$ cat config.mk
export PLATFORM = sky130hd
export DESIGN_NAME = line_follow_steering_control_flat
export DESIGN_NICKNAME = d
export VERILOG_FILES = /design/src/hdl/lfsc_pkg.sv /design/src/hdl/lfsc_stream_if.sv /design/src/hdl/lfsc_cfg.sv /design/src/hdl/lfsc_steer.sv /design/src/hdl/line_follow_steering_control.sv /design/src/flat_wrapper.sv
export SDC_FILE = /design/constraint.sdc
export NUM_CORES = 1
export LEC_CHECK = 0
export BUFFER_PORTS_ARGS = -buffer_cell sky130_fd_sc_hd__buf_2
export CELL_PAD_IN_SITES_DETAIL_PLACEMENT = 1
export CELL_PAD_IN_SITES_GLOBAL_PLACEMENT = 1
export CORE_UTILIZATION = 46
export DETAILED_ROUTE_END_ITERATION = 16
export HOLD_SLACK_MARGIN = 0.08
export PLACE_DENSITY = 0.9
export SLEW_MARGIN = 20
export SYNTH_ARGS = -nofsm -noshare
export SYNTH_HDL_FRONTEND = slang
export SYNTH_SLANG_ARGS = --single-unit
$ cat constraint.sdc
create_clock -name i_clk -period 6.1 [get_ports i_clk]
set_input_delay 0 -clock i_clk [delete_from_list [all_inputs] [get_ports i_clk]]
set_output_delay 0 -clock i_clk [all_outputs]
set_load 0.01 [all_outputs]
$ cat src/hdl/lfsc_pkg.sv
// Package for the line-follow steering control block.
// Holds field widths, register map, reset values, drive and class codes and shared types.
// No dependencies.
`timescale 1ns / 1ps

package lfsc_pkg;

    localparam int LEVEL_W = 12;
    localparam int DUTY_W  = 10;
    localparam int HOLD_W  = 8;
    localparam int HIST_W  = 3;
    localparam int MODE_W  = 3;
    localparam int DATA_W  = 32;
    localparam int ADDR_W  = 5;
    localparam int IDX_W   = 3;

    // register indexes (byte address is 4 * index)
    localparam logic [IDX_W-1:0] REG_LINE_THRESHOLD = 3'd0;
    localparam logic [IDX_W-1:0] REG_FAST_DUTY      = 3'd1;
    localparam logic [IDX_W-1:0] REG_SLOW_DUTY      = 3'd2;
    localparam logic [IDX_W-1:0] REG_GENTLE_HOLD    = 3'd3;
    localparam logic [IDX_W-1:0] REG_SHARP_HOLD     = 3'd4;
    localparam logic [IDX_W-1:0] REG_SLOW_MARGIN    = 3'd5;

    localparam logic [LEVEL_W-1:0] LINE_THRESHOLD_RST = 12'd1000;
    localparam logic [DUTY_W-1:0]  FAST_DUTY_RST      = 10'd500;
    localparam logic [DUTY_W-1:0]  SLOW_DUTY_RST      = 10'd230;
    localparam logic [HOLD_W-1:0]  GENTLE_HOLD_RST    = 8'd60;
    localparam logic [HOLD_W-1:0]  SHARP_HOLD_RST     = 8'd62;
    localparam logic [HOLD_W-1:0]  SLOW_MARGIN_RST    = 8'd2;

    // item kinds
    localparam logic FUNC_SAMPLE = 1'b0;
    localparam logic FUNC_TICK   = 1'b1;

    // active mode: none entered yet, otherwise class + 1
    localparam logic [MODE_W-1:0] MODE_NONE = 3'd0;

    // turn history codes
    localparam logic [HIST_W-1:0] HIST_CLEAR            = 3'd0;
    localparam logic [HIST_W-1:0] HIST_LEFT_FIRST       = 3'd1;
    localparam logic [HIST_W-1:0] HIST_RIGHT_AFTER_LEFT = 3'd2;
    localparam logic [HIST_W-1:0] HIST_RIGHT_FIRST      = 3'd3;
    localparam logic [HIST_W-1:0] HIST_LEFT_AFTER_RIGHT = 3'd4;

    typedef enum logic [1:0] {
        DRV_COAST = 2'd0,
        DRV_FWD   = 2'd1,
        DRV_BRAKE = 2'd2
    } t_drive;

    typedef enum logic [2:0] {
        CLS_STRAIGHT     = 3'd0,
        CLS_GENTLE_LEFT  = 3'd1,
        CLS_GENTLE_RIGHT = 3'd2,
        CLS_SHARP_RIGHT  = 3'd3,
        CLS_SHARP_LEFT   = 3'd4
    } t_class;

    typedef struct packed {
        logic [LEVEL_W-1:0] line_threshold;
        logic [DUTY_W-1:0]  fast_duty;
        logic [DUTY_W-1:0]  slow_duty;
        logic [HOLD_W-1:0]  gentle_hold;
        logic [HOLD_W-1:0]  sharp_hold;
        logic [HOLD_W-1:0]  slow_margin;
    } t_cfg;

    typedef struct packed {
        t_drive            left_drive;
        logic [DUTY_W-1:0] left_duty;
        t_drive            right_drive;
        logic [DUTY_W-1:0] right_duty;
        t_class            steer_class;
    } t_motor;

endpackage

$ cat src/hdl/lfsc_stream_if.sv
// Valid/ready stream interfaces for the steering control input and result channels.
// Depends on lfsc_pkg for field widths.
`timescale 1ns / 1ps

interface lfsc_in_if;
    logic                         valid;
    logic                         ready;
    logic                         func;
    logic [lfsc_pkg::LEVEL_W-1:0] right_level;
    logic [lfsc_pkg::LEVEL_W-1:0] left_level;
    logic                         right_outer;
    logic                         left_outer;

    modport source (output valid, func, right_level, left_level, right_outer, left_outer,
                    input ready);
    modport sink   (input valid, func, right_level, left_level, right_outer, left_outer,
                    output ready);
endinterface

interface lfsc_out_if;
    logic                        valid;
    logic                        ready;
    logic [1:0]                  left_drive;
    logic [lfsc_pkg::DUTY_W-1:0] left_duty;
    logic [1:0]                  right_drive;
    logic [lfsc_pkg::DUTY_W-1:0] right_duty;
    logic [2:0]                  steer_class;

    modport source (output valid, left_drive, left_duty, right_drive, right_duty, steer_class,
                    input ready);
    modport sink   (input valid, left_drive, left_duty, right_drive, right_duty, steer_class,
                    output ready);
endinterface

$ cat src/hdl/lfsc_cfg.sv
// APB-style configuration register file for the steering control block.
// Depends on lfsc_pkg for the register map and reset values.
`timescale 1ns / 1ps

module lfsc_cfg (
    input  logic                        i_clk,
    input  logic                        i_rst_n,
    input  logic                        psel,
    input  logic                        penable,
    input  logic                        pwrite,
    input  logic [lfsc_pkg::ADDR_W-1:0] paddr,
    input  logic [lfsc_pkg::DATA_W-1:0] pwdata,
    output logic [lfsc_pkg::DATA_W-1:0] prdata,
    output logic                        pready,
    output lfsc_pkg::t_cfg              o_cfg
);

    lfsc_pkg::t_cfg              r_cfg;
    logic                        wr_en;
    logic [lfsc_pkg::IDX_W-1:0]  idx;

    assign pready = 1'b1;
    assign wr_en  = psel && penable && pwrite;
    assign idx    = paddr[lfsc_pkg::ADDR_W-1:2];
    assign o_cfg  = r_cfg;

    always_ff @(posedge i_clk) begin
        if (!i_rst_n) begin
            r_cfg.line_threshold <= lfsc_pkg::LINE_THRESHOLD_RST;
            r_cfg.fast_duty      <= lfsc_pkg::FAST_DUTY_RST;
            r_cfg.slow_duty      <= lfsc_pkg::SLOW_DUTY_RST;
            r_cfg.gentle_hold    <= lfsc_pkg::GENTLE_HOLD_RST;
            r_cfg.sharp_hold     <= lfsc_pkg::SHARP_HOLD_RST;
            r_cfg.slow_margin    <= lfsc_pkg::SLOW_MARGIN_RST;
        end else if (wr_en) begin
            case (idx)
                lfsc_pkg::REG_LINE_THRESHOLD: begin
                    r_cfg.line_threshold <= pwdata[lfsc_pkg::LEVEL_W-1:0];
                end
                lfsc_pkg::REG_FAST_DUTY: begin
                    r_cfg.fast_duty <= pwdata[lfsc_pkg::DUTY_W-1:0];
                end
                lfsc_pkg::REG_SLOW_DUTY: begin
                    r_cfg.slow_duty <= pwdata[lfsc_pkg::DUTY_W-1:0];
                end
                lfsc_pkg::REG_GENTLE_HOLD: begin
                    r_cfg.gentle_hold <= pwdata[lfsc_pkg::HOLD_W-1:0];
                end
                lfsc_pkg::REG_SHARP_HOLD: begin
                    r_cfg.sharp_hold <= pwdata[lfsc_pkg::HOLD_W-1:0];
                end
                lfsc_pkg::REG_SLOW_MARGIN: begin
                    r_cfg.slow_margin <= pwdata[lfsc_pkg::HOLD_W-1:0];
                end
                default: begin
                    // unmapped: drop the write
                end
            endcase
        end
    end

    always_comb begin
        case (idx)
            lfsc_pkg::REG_LINE_THRESHOLD: prdata = lfsc_pkg::DATA_W'(r_cfg.line_threshold);
            lfsc_pkg::REG_FAST_DUTY:      prdata = lfsc_pkg::DATA_W'(r_cfg.fast_duty);
            lfsc_pkg::REG_SLOW_DUTY:      prdata = lfsc_pkg::DATA_W'(r_cfg.slow_duty);
            lfsc_pkg::REG_GENTLE_HOLD:    prdata = lfsc_pkg::DATA_W'(r_cfg.gentle_hold);
            lfsc_pkg::REG_SHARP_HOLD:     prdata = lfsc_pkg::DATA_W'(r_cfg.sharp_hold);
            lfsc_pkg::REG_SLOW_MARGIN:    prdata = lfsc_pkg::DATA_W'(r_cfg.slow_margin);
            default:                      prdata = '0;
        endcase
    end

endmodule

$ cat src/hdl/lfsc_steer.sv
// Steering state: classification, mode entry, turn history and hold countdown.
// Depends on lfsc_pkg; updates its state when the top level advances an item.
`timescale 1ns / 1ps

module lfsc_steer (
    input  logic                         i_clk,
    input  logic                         i_rst_n,
    input  logic                         i_en,
    input  logic                         i_func,
    input  logic [lfsc_pkg::LEVEL_W-1:0] i_right_level,
    input  logic [lfsc_pkg::LEVEL_W-1:0] i_left_level,
    input  logic                         i_right_outer,
    input  logic                         i_left_outer,
    input  lfsc_pkg::t_cfg               i_cfg,
    output lfsc_pkg::t_motor             o_next
);

    lfsc_pkg::t_motor            r_state, n_state;
    logic [lfsc_pkg::MODE_W-1:0] r_active, n_active;
    logic [lfsc_pkg::HIST_W-1:0] r_hist, n_hist;
    logic [lfsc_pkg::HOLD_W-1:0] r_hold, n_hold;

    lfsc_pkg::t_class            cls;
    logic                        entering;
    logic                        above_l, below_l, above_r, below_r;
    logic [lfsc_pkg::DUTY_W-1:0] run_duty;

    assign above_l  = i_left_level > i_cfg.line_threshold;
    assign below_l  = i_left_level < i_cfg.line_threshold;
    assign above_r  = i_right_level > i_cfg.line_threshold;
    assign below_r  = i_right_level < i_cfg.line_threshold;
    assign run_duty = (r_hold > i_cfg.slow_margin) ? i_cfg.fast_duty : i_cfg.slow_duty;
    assign o_next   = n_state;

    always_comb begin
        n_state  = r_state;
        n_active = r_active;
        n_hist   = r_hist;
        n_hold   = r_hold;
        cls      = r_state.steer_class;
        entering = 1'b0;

        if (i_func == lfsc_pkg::FUNC_TICK) begin
            if (r_hold != '0) begin
                n_hold = r_hold - lfsc_pkg::HOLD_W'(1);
            end
        end else begin
            if (above_l && above_r && i_right_outer && i_left_outer
                    && r_hist == lfsc_pkg::HIST_CLEAR) begin
                cls = lfsc_pkg::CLS_STRAIGHT;
            end else if (i_left_outer && below_l && above_r && i_right_outer
                    && (r_hist inside {lfsc_pkg::HIST_CLEAR,
                                       lfsc_pkg::HIST_RIGHT_AFTER_LEFT})) begin
                cls = lfsc_pkg::CLS_GENTLE_LEFT;
            end else if (i_left_outer && above_l && below_r && i_right_outer
                    && (r_hist inside {lfsc_pkg::HIST_CLEAR,
                                       lfsc_pkg::HIST_LEFT_AFTER_RIGHT})) begin
                cls = lfsc_pkg::CLS_GENTLE_RIGHT;
            end else if (!i_right_outer && i_left_outer) begin
                cls = lfsc_pkg::CLS_SHARP_RIGHT;
            end else if (!i_left_outer && i_right_outer) begin
                cls = lfsc_pkg::CLS_SHARP_LEFT;
            end
            // no rule matched: keep the held class

            n_state.steer_class = cls;
            entering = r_active != (lfsc_pkg::MODE_W'(cls) + lfsc_pkg::MODE_W'(1));

            case (cls)
                lfsc_pkg::CLS_STRAIGHT: begin
                    n_state.left_drive  = lfsc_pkg::DRV_FWD;
                    n_state.right_drive = lfsc_pkg::DRV_FWD;
                    if (entering) begin
                        n_hist             = lfsc_pkg::HIST_CLEAR;
                        n_hold             = i_cfg.gentle_hold;
                        n_state.left_duty  = i_cfg.fast_duty;
                        n_state.right_duty = i_cfg.fast_duty;
                    end else begin
                        n_state.left_duty  = run_duty;
                        n_state.right_duty = run_duty;
                    end
                end
                lfsc_pkg::CLS_GENTLE_LEFT: begin
                    n_state.right_drive = lfsc_pkg::DRV_FWD;
                    if (entering) begin
                        n_hist             = lfsc_pkg::HIST_CLEAR;
                        n_hold             = i_cfg.gentle_hold;
                        n_state.left_drive = lfsc_pkg::DRV_BRAKE;
                        n_state.right_duty = i_cfg.fast_duty;
                    end else begin
                        n_state.right_duty = run_duty;
                    end
                end
                lfsc_pkg::CLS_GENTLE_RIGHT: begin
                    n_state.left_drive = lfsc_pkg::DRV_FWD;
                    if (entering) begin
                        n_hist              = lfsc_pkg::HIST_CLEAR;
                        n_hold              = i_cfg.gentle_hold;
                        n_state.right_drive = lfsc_pkg::DRV_BRAKE;
                        n_state.left_duty   = i_cfg.fast_duty;
                    end else begin
                        n_state.left_duty = run_duty;
                    end
                end
                lfsc_pkg::CLS_SHARP_RIGHT: begin
                    n_state.right_drive = lfsc_pkg::DRV_BRAKE;
                    n_state.left_drive  = lfsc_pkg::DRV_FWD;
                    if (entering) begin
                        if (r_hist == lfsc_pkg::HIST_CLEAR) begin
                            n_hist = lfsc_pkg::HIST_RIGHT_FIRST;
                        end else if (r_hist == lfsc_pkg::HIST_LEFT_FIRST) begin
                            n_hist = lfsc_pkg::HIST_RIGHT_AFTER_LEFT;
                        end
                        n_hold            = i_cfg.sharp_hold;
                        n_state.left_duty = i_cfg.fast_duty;
                    end else begin
                        n_state.left_duty = run_duty;
                    end
                end
                default: begin
                    // sharp left
                    n_state.left_drive  = lfsc_pkg::DRV_BRAKE;
                    n_state.right_drive = lfsc_pkg::DRV_FWD;
                    if (entering) begin
                        if (r_hist == lfsc_pkg::HIST_CLEAR) begin
                            n_hist = lfsc_pkg::HIST_LEFT_FIRST;
                        end else if (r_hist == lfsc_pkg::HIST_RIGHT_FIRST) begin
                            n_hist = lfsc_pkg::HIST_LEFT_AFTER_RIGHT;
                        end
                        n_hold             = i_cfg.sharp_hold;
                        n_state.right_duty = i_cfg.fast_duty;
                    end else begin
                        n_state.right_duty = run_duty;
                    end
                end
            endcase

            if (entering) begin
                n_active = lfsc_pkg::MODE_W'(cls) + lfsc_pkg::MODE_W'(1);
            end
        end
    end

    always_ff @(posedge i_clk) begin
        if (!i_rst_n) begin
            r_state.left_drive  <= lfsc_pkg::DRV_COAST;
            r_state.left_duty   <= '0;
            r_state.right_drive <= lfsc_pkg::DRV_COAST;
            r_state.right_duty  <= '0;
            r_state.steer_class <= lfsc_pkg::CLS_STRAIGHT;
            r_active            <= lfsc_pkg::MODE_NONE;
            r_hist              <= lfsc_pkg::HIST_CLEAR;
            r_hold              <= '0;
        end else if (i_en) begin
            r_state  <= n_state;
            r_active <= n_active;
            r_hist   <= n_hist;
            r_hold   <= n_hold;
        end
    end

    // a braking turn class always leaves the inner wheel braked
    a_sharp_right_brake: assert property (@(posedge i_clk) disable iff (!i_rst_n)
        r_state.steer_class == lfsc_pkg::CLS_SHARP_RIGHT |-> r_state.right_drive == lfsc_pkg::DRV_BRAKE)
        else $error("sharp right without right brake");

    a_left_brake: assert property (@(posedge i_clk) disable iff (!i_rst_n)
        (r_state.steer_class == lfsc_pkg::CLS_SHARP_LEFT
         || r_state.steer_class == lfsc_pkg::CLS_GENTLE_LEFT)
        |-> r_state.left_drive == lfsc_pkg::DRV_BRAKE)
        else $error("left turn without left brake");

    a_active_tracks_class: assert property (@(posedge i_clk) disable iff (!i_rst_n)
        r_active == lfsc_pkg::MODE_NONE
        || r_active == (lfsc_pkg::MODE_W'(r_state.steer_class) + lfsc_pkg::MODE_W'(1)))
        else $error("active mode out of step with class");

    a_tick_keeps_motor: assert property (@(posedge i_clk) disable iff (!i_rst_n)
        i_en && i_func == lfsc_pkg::FUNC_TICK |=> $stable(r_state))
        else $error("tick changed motor state");

    a_tick_countdown: assert property (@(posedge i_clk) disable iff (!i_rst_n)
        i_en && i_func == lfsc_pkg::FUNC_TICK && r_hold != '0
        |=> r_hold == $past(r_hold) - lfsc_pkg::HOLD_W'(1))
        else $error("tick did not decrement countdown");

endmodule

$ cat src/hdl/line_follow_steering_control.sv
// Top level of the line-follow steering control block.
// Depends on lfsc_pkg, lfsc_stream_if, lfsc_cfg and lfsc_steer.
`timescale 1ns / 1ps

// Usage:
// i_in carries one transaction per control sample (func 0: two analog line
// levels and two outer sensors) or per millisecond tick (func 1). Every input
// transaction yields exactly one result transaction on o_out: both motor
// drives and duties and the steering class held after that item.
// Path: an accepted transaction goes through the input register and then the
// result register to o_out. Throughput: one transaction per cycle while o_out
// is not stalled, set by the single pass from the input register through the
// classifier into the result register and the steering state.
// Stall: when o_out.ready is low the result is held; one more transaction
// is taken into the input register, then i_in.ready drops until o_out
// drains. i_in.ready depends combinationally on o_out.ready.
// Reset (i_rst_n low, synchronous): both channels empty, motors coast with
// duty 0, class straight, no mode entered, history and countdown cleared,
// configuration registers back to their defaults.
// Configuration: APB-style, register i at byte address 4*i, pready always
// high; write only while no transaction is in flight.

module line_follow_steering_control (
    input  logic                        i_clk,
    input  logic                        i_rst_n,
    lfsc_in_if.sink                     i_in,
    lfsc_out_if.source                  o_out,
    input  logic                        psel,
    input  logic                        penable,
    input  logic                        pwrite,
    input  logic [lfsc_pkg::ADDR_W-1:0] paddr,
    input  logic [lfsc_pkg::DATA_W-1:0] pwdata,
    output logic [lfsc_pkg::DATA_W-1:0] prdata,
    output logic                        pready
);

    lfsc_pkg::t_cfg   cfg;
    lfsc_pkg::t_motor next_motor;

    logic                         r_s1_valid;
    logic                         r_s1_func;
    logic [lfsc_pkg::LEVEL_W-1:0] r_s1_right_level;
    logic [lfsc_pkg::LEVEL_W-1:0] r_s1_left_level;
    logic                         r_s1_right_outer;
    logic                         r_s1_left_outer;

    logic                         r_out_valid;
    lfsc_pkg::t_motor             r_out;

    logic in_acc;
    logic s1_adv;

    assign s1_adv     = r_s1_valid && (!r_out_valid || o_out.ready);
    assign i_in.ready = !r_s1_valid || s1_adv;
    assign in_acc     = i_in.valid && i_in.ready;

    lfsc_cfg u_cfg (
        .i_clk   (i_clk),
        .i_rst_n (i_rst_n),
        .psel    (psel),
        .penable (penable),
        .pwrite  (pwrite),
        .paddr   (paddr),
        .pwdata  (pwdata),
        .prdata  (prdata),
        .pready  (pready),
        .o_cfg   (cfg)
    );

    lfsc_steer u_steer (
        .i_clk         (i_clk),
        .i_rst_n       (i_rst_n),
        .i_en          (s1_adv),
        .i_func        (r_s1_func),
        .i_right_level (r_s1_right_level),
        .i_left_level  (r_s1_left_level),
        .i_right_outer (r_s1_right_outer),
        .i_left_outer  (r_s1_left_outer),
        .i_cfg         (cfg),
        .o_next        (next_motor)
    );

    always_ff @(posedge i_clk) begin
        if (!i_rst_n) begin
            r_s1_valid  <= 1'b0;
            r_out_valid <= 1'b0;
        end else begin
            if (in_acc) begin
                r_s1_valid <= 1'b1;
            end else if (s1_adv) begin
                r_s1_valid <= 1'b0;
            end
            if (s1_adv) begin
                r_out_valid <= 1'b1;
            end else if (o_out.ready) begin
                r_out_valid <= 1'b0;
            end
        end
    end

    always_ff @(posedge i_clk) begin
        if (in_acc) begin
            r_s1_func        <= i_in.func;
            r_s1_right_level <= i_in.right_level;
            r_s1_left_level  <= i_in.left_level;
            r_s1_right_outer <= i_in.right_outer;
            r_s1_left_outer  <= i_in.left_outer;
        end
        if (s1_adv) begin
            r_out <= next_motor;
        end
    end

    assign o_out.valid       = r_out_valid;
    assign o_out.left_drive  = r_out.left_drive;
    assign o_out.left_duty   = r_out.left_duty;
    assign o_out.right_drive = r_out.right_drive;
    assign o_out.right_duty  = r_out.right_duty;
    assign o_out.steer_class = r_out.steer_class;

endmodule
$ cat src/flat_wrapper.sv
// flat-port wrapper written by rule: the top's interface ports become plain ports
module line_follow_steering_control_flat 
  (i_clk, i_rst_n, psel, penable, pwrite, paddr, pwdata, prdata, pready, i_in_valid, i_in_func, i_in_right_level, i_in_left_level, i_in_right_outer, i_in_left_outer, i_in_ready, o_out_valid, o_out_left_drive, o_out_left_duty, o_out_right_drive, o_out_right_duty, o_out_steer_class, o_out_ready);
  lfsc_in_if i_in_i ();
  lfsc_out_if o_out_i ();
  input  logic i_clk;
  input  logic i_rst_n;
  input  logic psel;
  input  logic penable;
  input  logic pwrite;
  input  logic [lfsc_pkg::ADDR_W-1:0] paddr;
  input  logic [lfsc_pkg::DATA_W-1:0] pwdata;
  output logic [lfsc_pkg::DATA_W-1:0] prdata;
  output logic pready;
  input wire logic [$bits(i_in_i.valid)-1:0] i_in_valid;
  input wire logic [$bits(i_in_i.func)-1:0] i_in_func;
  input wire logic [$bits(i_in_i.right_level)-1:0] i_in_right_level;
  input wire logic [$bits(i_in_i.left_level)-1:0] i_in_left_level;
  input wire logic [$bits(i_in_i.right_outer)-1:0] i_in_right_outer;
  input wire logic [$bits(i_in_i.left_outer)-1:0] i_in_left_outer;
  output wire logic [$bits(i_in_i.ready)-1:0] i_in_ready;
  output wire logic [$bits(o_out_i.valid)-1:0] o_out_valid;
  output wire logic [$bits(o_out_i.left_drive)-1:0] o_out_left_drive;
  output wire logic [$bits(o_out_i.left_duty)-1:0] o_out_left_duty;
  output wire logic [$bits(o_out_i.right_drive)-1:0] o_out_right_drive;
  output wire logic [$bits(o_out_i.right_duty)-1:0] o_out_right_duty;
  output wire logic [$bits(o_out_i.steer_class)-1:0] o_out_steer_class;
  input wire logic [$bits(o_out_i.ready)-1:0] o_out_ready;
  assign i_in_i.valid = i_in_valid;
  assign i_in_i.func = i_in_func;
  assign i_in_i.right_level = i_in_right_level;
  assign i_in_i.left_level = i_in_left_level;
  assign i_in_i.right_outer = i_in_right_outer;
  assign i_in_i.left_outer = i_in_left_outer;
  assign i_in_ready = i_in_i.ready;
  assign o_out_valid = o_out_i.valid;
  assign o_out_left_drive = o_out_i.left_drive;
  assign o_out_left_duty = o_out_i.left_duty;
  assign o_out_right_drive = o_out_i.right_drive;
  assign o_out_right_duty = o_out_i.right_duty;
  assign o_out_steer_class = o_out_i.steer_class;
  assign o_out_i.ready = o_out_ready;
  line_follow_steering_control u_core (.i_clk(i_clk), .i_rst_n(i_rst_n), .i_in(i_in_i), .o_out(o_out_i), .psel(psel), .penable(penable), .pwrite(pwrite), .paddr(paddr), .pwdata(pwdata), .prdata(prdata), .pready(pready));
endmodule
Word level (Yosys, flattened, before mapping)
Index checks and enable logic that the tools add are counted.
{ "totals": {"regBits": 153, "output_inout_bits": 62, "word_cells": 128} }
{ "op_classes": {"n_addsub": 2, "order_cmp": 5, "n_eq_ne": 15, "n_mux": 33, "n_bitwise": 1, "n_reduce_logical": 46} }
{ "op_table": {"columns": ["cell", "n"], "rows": [
  ["$pmux 12 s6", 1],
  ["$mux 10", 4],
  ["$mux 8", 5],
  ["$mux 3", 13],
  ["$mux 27", 1],
  ["$gt 12x12->1", 2],
  ["$lt 12x12->1", 2],
  ["$eq 3x2->1 const B", 6],
  ["$logic_and 1x1->1", 18],
  ["$reduce_and 2->1", 6],
  ["$reduce_bool 2->1", 5],
  ["$eq 3x1->1 const B", 3],
  ["$eq 3x3->1 const B", 3],
  ["$logic_not 3->1", 3],
  ["$gt 8x8->1", 1],
  ["$pmux 2 s2", 2],
  ["$reduce_bool 8->1", 1],
  ["$sub 8x1->8 const B", 1],
  ["$pmux 3 s2", 1],
  ["$reduce_and 3->1", 2],
  ["$reduce_or 3->1", 2],
  ["$reduce_and 5->1", 1],
  ["$logic_not 1->1", 4],
  ["$mux 1", 4],
  ["9 further kinds", 11]
]} }

Depth between registers and ports, before layout
{ "depth": {"depth_word": 14, "ltp_mapped": 20, "ltp_nobuf": 18} }

Hierarchy
Synthesis repeated with hierarchy kept, for this count alone.
{ "unflattened": {"cells_unflattened": 811, "area_unflattened_um2": 8026.4} }
{ "by_module_without_submodules": {"columns": ["mod", "instances", "cells_per_inst", "area_each_um2", "seq_area_each_um2"], "rows": [
  ["lfsc_steer", 1, 434, 3419.5, 820.8],
  ["lfsc_cfg", 1, 314, 2881.5, 1121.1],
  ["line_follow_steering_control", 1, 63, 1725.4, 1661.6]
]} }

Least setup slack after synthesis
Ideal clock, no wire load.
{ "synth_timing": {"path_type": "register -> register", "start": "reg u_core.u_cfg.r_cfg, in the netlist u_core.u_cfg.o_cfg[55]", "end": "reg u_core.r_out, in the netlist u_core.o_out.right_duty[0], data pin", "setup_ns": 0.135, "arrival_ns": 3.910, "setup_slack_ns": 2.055, "stages_incl_launch_ff": 21, "n_path_buf": 4, "period_less_slack_ns": 4.045, "cell_sequence": "dfxtp_1 -> inv_1 -> ha_1 -> nand4_1 -> or3_1 -> a21oi_1 -> nor3_1 -> or3_1 -> clkbuf_1 -> nand2_1 -> inv_1 -> ha_1 -> ha_1 -> xor2_1 -> and2_1 -> clkbuf_1 -> and2_1 -> clkbuf_1 -> clkbuf_1 -> nand4_1 -> nand3_1"} }
{ "synth_rtl": {"columns": ["element", "line_no", "source"], "rows": [
  ["from (decl)", "lfsc_cfg.sv:18", "lfsc_pkg::t_cfg r_cfg;"],
  ["to (signal assigned)", "line_follow_steering_control.sv:110", "r_out <= next_motor;"],
  ["to (decl)", "line_follow_steering_control.sv:48", "lfsc_pkg::t_motor r_out;"]
]} }

Final worst setup path
{ "layout_timing": {"start": "reg u_core.u_cfg.r_cfg, in the netlist u_core.u_cfg.o_cfg[49]", "end": "reg u_core.u_steer.r_state[18] (netlist name)"} }
{ "layout_via": {"elab_chain_cells": 14} }
{ "layout_rtl": {"columns": ["element", "line_no", "source"], "rows": [
  ["$gt 12x12->1", "lfsc_steer.sv:28", "assign above_l = i_left_level > i_cfg.line_threshold;"],
  ["$logic_and 1x1->1 (3 in series)", "lfsc_steer.sv:55", "end else if (i_left_outer && above_l && below_r && i_right_outer"],
  ["$logic_and 1x1->1", "lfsc_steer.sv:56", "&& (r_hist inside {lfsc_pkg::HIST_CLEAR,"],
  ["$mux 3", "lfsc_steer.sv:55", null],
  ["$mux 3", "lfsc_steer.sv:51", "end else if (i_left_outer && below_l && above_r && i_right_outer"],
  ["$mux 3 *", "lfsc_steer.sv:48", "if (above_l && above_r && i_right_outer && i_left_outer"],
  ["$mux 3 *", "lfsc_steer.sv:43", "if (i_func == lfsc_pkg::FUNC_TICK) begin"],
  ["$add 3x1->3", "lfsc_steer.sv:67", "entering = r_active != (lfsc_pkg::MODE_W'(cls) + lfsc_pkg::MODE_W'(1));"],
  ["$ne 3x3->1", "lfsc_steer.sv:67", null],
  ["$mux 10", "lfsc_steer.sv:73, lfsc_steer.sv:96, lfsc_steer.sv:108", null],
  ["$mux 10 *", null, null],
  ["$mux 27 *", "lfsc_steer.sv:43", null],
  ["to (signal assigned)", "lfsc_steer.sv:155", "r_state <= n_state;"],
  ["to (decl)", "lfsc_steer.sv:18", "lfsc_pkg::t_motor r_state, n_state;"]
]} }
Mark *: on every way between the ends. The rest lies on a longest branch, timed or not. The select of a mux whose other input is x is not followed.
A chain may end at the register's enable or synchronous reset.

==> qor.yml <==
status: "completed"
portBuffers: 89
drc: 0
dr.pass1.iters: 5
r2r_slack_ns: 0.80
grt_pass1_vias: 8177
die_w_um: 136
slew_violations: 0
grt_pass1_wl_um: 46200
crit_path_end_kind: "flip-flop"
fp.coreArea_sq_mm: 0.0175
r2r-start: "u_core.u_cfg.o_cfg[49]$_SDFFE_PN1P_"
setup_tns_ns: 0
route.detailed.wl_per_inst_um: 23.5
tightest_slew_ns: 1.06
cts_tree: "built"
reg2reg_depth: 17
nNetsFinal: 1149
grt-ovfl-total: 0
clk_latency_ns: 0.45
ir_drop_mv: 0.237
hpwl_um: 17800
hold_viol_final: 0
instances_no_fill: 1277
fillers: 2039
die_h_um: 136
mostFrequentLayoutCells: "150 x nand2_1, 99 x dfxtp_1, 89 x buf_2"
ys.flop_type: "dfxtp_1"
seq_area_sq_mm: 0.00360
first_iter_violations: 841
fin_skew_ns: 0.0159
cts_root_buf: "clkbuf_16"
die-area_sq_mm: 0.0186
clkSinkCount: 153
grt_max_degree: 78
rows: 48
viasPerCell: 6.37
final_common_cell: "nand2_1"
cp_max_fo: 30
start_util: 0.475
worstSetupPathType: "flip-flop to flip-flop"
synthArstFlopShare: 0
max-cap-violations: 0
gp_congestion: 0.824
avgSynthCellArea_sq_um: 8.80
vias: 8130
crit_end: "u_core.u_steer.r_state[18]$_SDFFE_PN0P_"
worstReg2RegEnd: "u_core.u_steer.r_state[18]$_SDFFE_PN0P_"
multi_input_area_sq_mm: 0.00426
synth_edf_count: 54
wirelength_um: 30000
total_power_mw: 2.82
area_delta_synth_final_pct: 18.5
min_period_ns: 5.30
htree_levels: 4
track_usage: 0.336
ys_seq_elements: 153
min-delay-start: "penable"
cts_buffers: 17
setup_viol: 0
powerDensity_mw_per_mm2: 287
antenna_cells: 0
clk_pin_slew_ns: 0.07
startpoint_type: "flip-flop"
io_pins: 133
cts_buffer_depth: 2
cp.required_ns: 6.43
crit_start: "u_core.u_cfg.o_cfg[49]$_SDFFE_PN1P_"
max_freq_ghz: 0.189
syn_inst: 943
hold_path.class: "input pin to flip-flop"
synth_cell_types: 65
p_leak_nw: 3.86
placed_cells: 1203
arrival_ns: 5.63
rsz0062_at_grt: "false"
synth_warnings: 0
min_path_cells: 4
seq_area_frac_synth: 0.434
drive_gt1_frac: 0.144
slew_headroom: 0.291
antenna_found_initial: 0
finalCritPeriodShare: 0.869
syn_area_sq_mm: 0.00829
ant_nets: 0
[state kept, by name (all words and copies together), names as in the netlist, 8 cells and up]
| name | cells |
|---|---|
| u_core.u_steer.r_state | 27 |
| u_core.r_s1_left_level | 12 |
| u_core.o_out.left_duty | 10 |
| u_core.u_steer.r_hold | 8 |
| u_core.u_cfg.o_cfg | 56 |
| u_core.o_out.right_duty | 10 |
| u_core.r_s1_right_level | 12 |
[cells by family (layout without fill, tap and decap cells)]
group / after synthesis / after routing / share of synthesized area
xor gates and xnor gates: 4 / 4 / 0.00513
buffers and inverters: 120 / 210 / 0.0649
DFF: 153 / 153 / 0.434
adders and majority gates: 40 / 40 / 0.0600
AOI/OAI and AO/OA: 191 / 191 / 0.164
and+or+nand+nor: 396 / 396 / 0.222
muxes: 37 / 37 / 0.0480
other: 2 / 21 / 0.000905
[critical path, stage by stage (launching register included)]
cell and delay (ns):
dfxtp_1 0.33, inv_1 0.15, ha_1 0.34, nand4_1 0.22
a21oi_1 0.24, a311oi_1 0.17, a31oi_1 0.37, nor2_1 0.15
a21oi_4 0.42, inv_1 0.15, ha_1 0.24, ha_1 0.33
xor2_1 0.17, and2_1 0.35, and2_1 0.18, buf_4 0.33
nand2_1 0.53, a221o_1 0.51
[repair_timing]
action / CTS / global route
hold buffers: 42 / 0
resized for setup: 0 / 0
buffers inserted: 0 / 0
hold endpoints to repair: 85 / 0
[power breakdown]
part           switching (mW)  internal, mW  total, mW
sequential             0.0334          1.11       1.14
combinational           0.386         0.171      0.557
clock                   0.476         0.647       1.12
total                   0.895          1.93       2.82
[how the worst min path moves through the flow]
stage / to
2_1_floorplan: u_core.r_s1_func$_DFFE_PP_
3_3_place_gp: u_core.r_s1_left_level[11]$_DFFE_PP_
3_5_place_dp: u_core.r_s1_left_level[0]$_DFFE_PP_
4_1_cts: u_core.u_cfg.o_cfg[45]$_SDFFE_PN0P_
5_1_grt: u_core.u_cfg.o_cfg[52]$_SDFFE_PN1P_
6_report: u_core.u_cfg.o_cfg[52]$_SDFFE_PN1P_
[cell type report]
class,count,area share
Clock buffer,18,0.0437
Tap cell,225,0.0287
Inverter,35,0.0134
Multi-Input combinational cell,689,0.433
Sequential cell,153,0.367
Timing Repair Buffer,143,0.0973
Clock inverter,14,0.0171
[cell usage after synthesis, types with 5 or more instances]
| master | instances | area [sq um] |
|---|---|---|
| and2_1 | 9 | 56.3 |
| nand2_1 | 151 | 567 |
| edfxtp_1 | 54 | 1620 |
| clkbuf_1 | 54 | 203 |
| a211oi_1 | 6 | 45.0 |
| dfxtp_1 | 99 | 1980 |
| ha_1 | 39 | 488 |
| nand4_1 | 29 | 181 |
| a31oi_1 | 10 | 62.6 |
| inv_1 | 34 | 128 |
| nor4_1 | 13 | 81.3 |
| a221o_1 | 10 | 100 |
| o21ai_1 | 5 | 25.0 |
| mux2i_1 | 33 | 330 |
| nand3_1 | 66 | 330 |
| a21oi_1 | 51 | 255 |
| nand2b_1 | 18 | 113 |
| or3_1 | 7 | 43.8 |
| nor3_1 | 29 | 145 |
| o21a_1 | 5 | 37.5 |
| o221ai_1 | 5 | 43.8 |
| o21ai_0 | 12 | 60.1 |
| nor2_1 | 57 | 214 |
| buf_2 | 7 | 35.0 |
| o211ai_1 | 40 | 300 |
| buf_4 | 21 | 158 |
| a211o_1 | 10 | 87.6 |
| nor2b_1 | 8 | 50.1 |
[per-layer routing]
| metal | GRT usage | share of wire | vias to the layer above |
|---|---|---|---|
| met5 | 0 | 0 | - |
| met4 | 0.192 | 0.052 | 0 |
| met3 | 0.0522 | 0.067 | 112 |
| met2 | 0.565 | 0.49 | 407 |
| met1 | 0.406 | 0.39 | 4028 |
| li1 | - | - | 3583 |
[through the flow]
stage	worst slack (ns)	utilization	hold WS [ns]	cell area, sq um
2_1_floorplan	2.06	-	0.0989	8370
3_3_place_gp	1.26	0.504	0.177	8800
3_5_place_dp	0.997	0.504	0.178	8800
4_1_cts	0.886	0.562	0.105	9820
5_1_grt	0.447	0.562	0.137	9830
6_report	0.797	0.562	0.117	9830
Note: power is estimated with default switching activity, not from simulation.
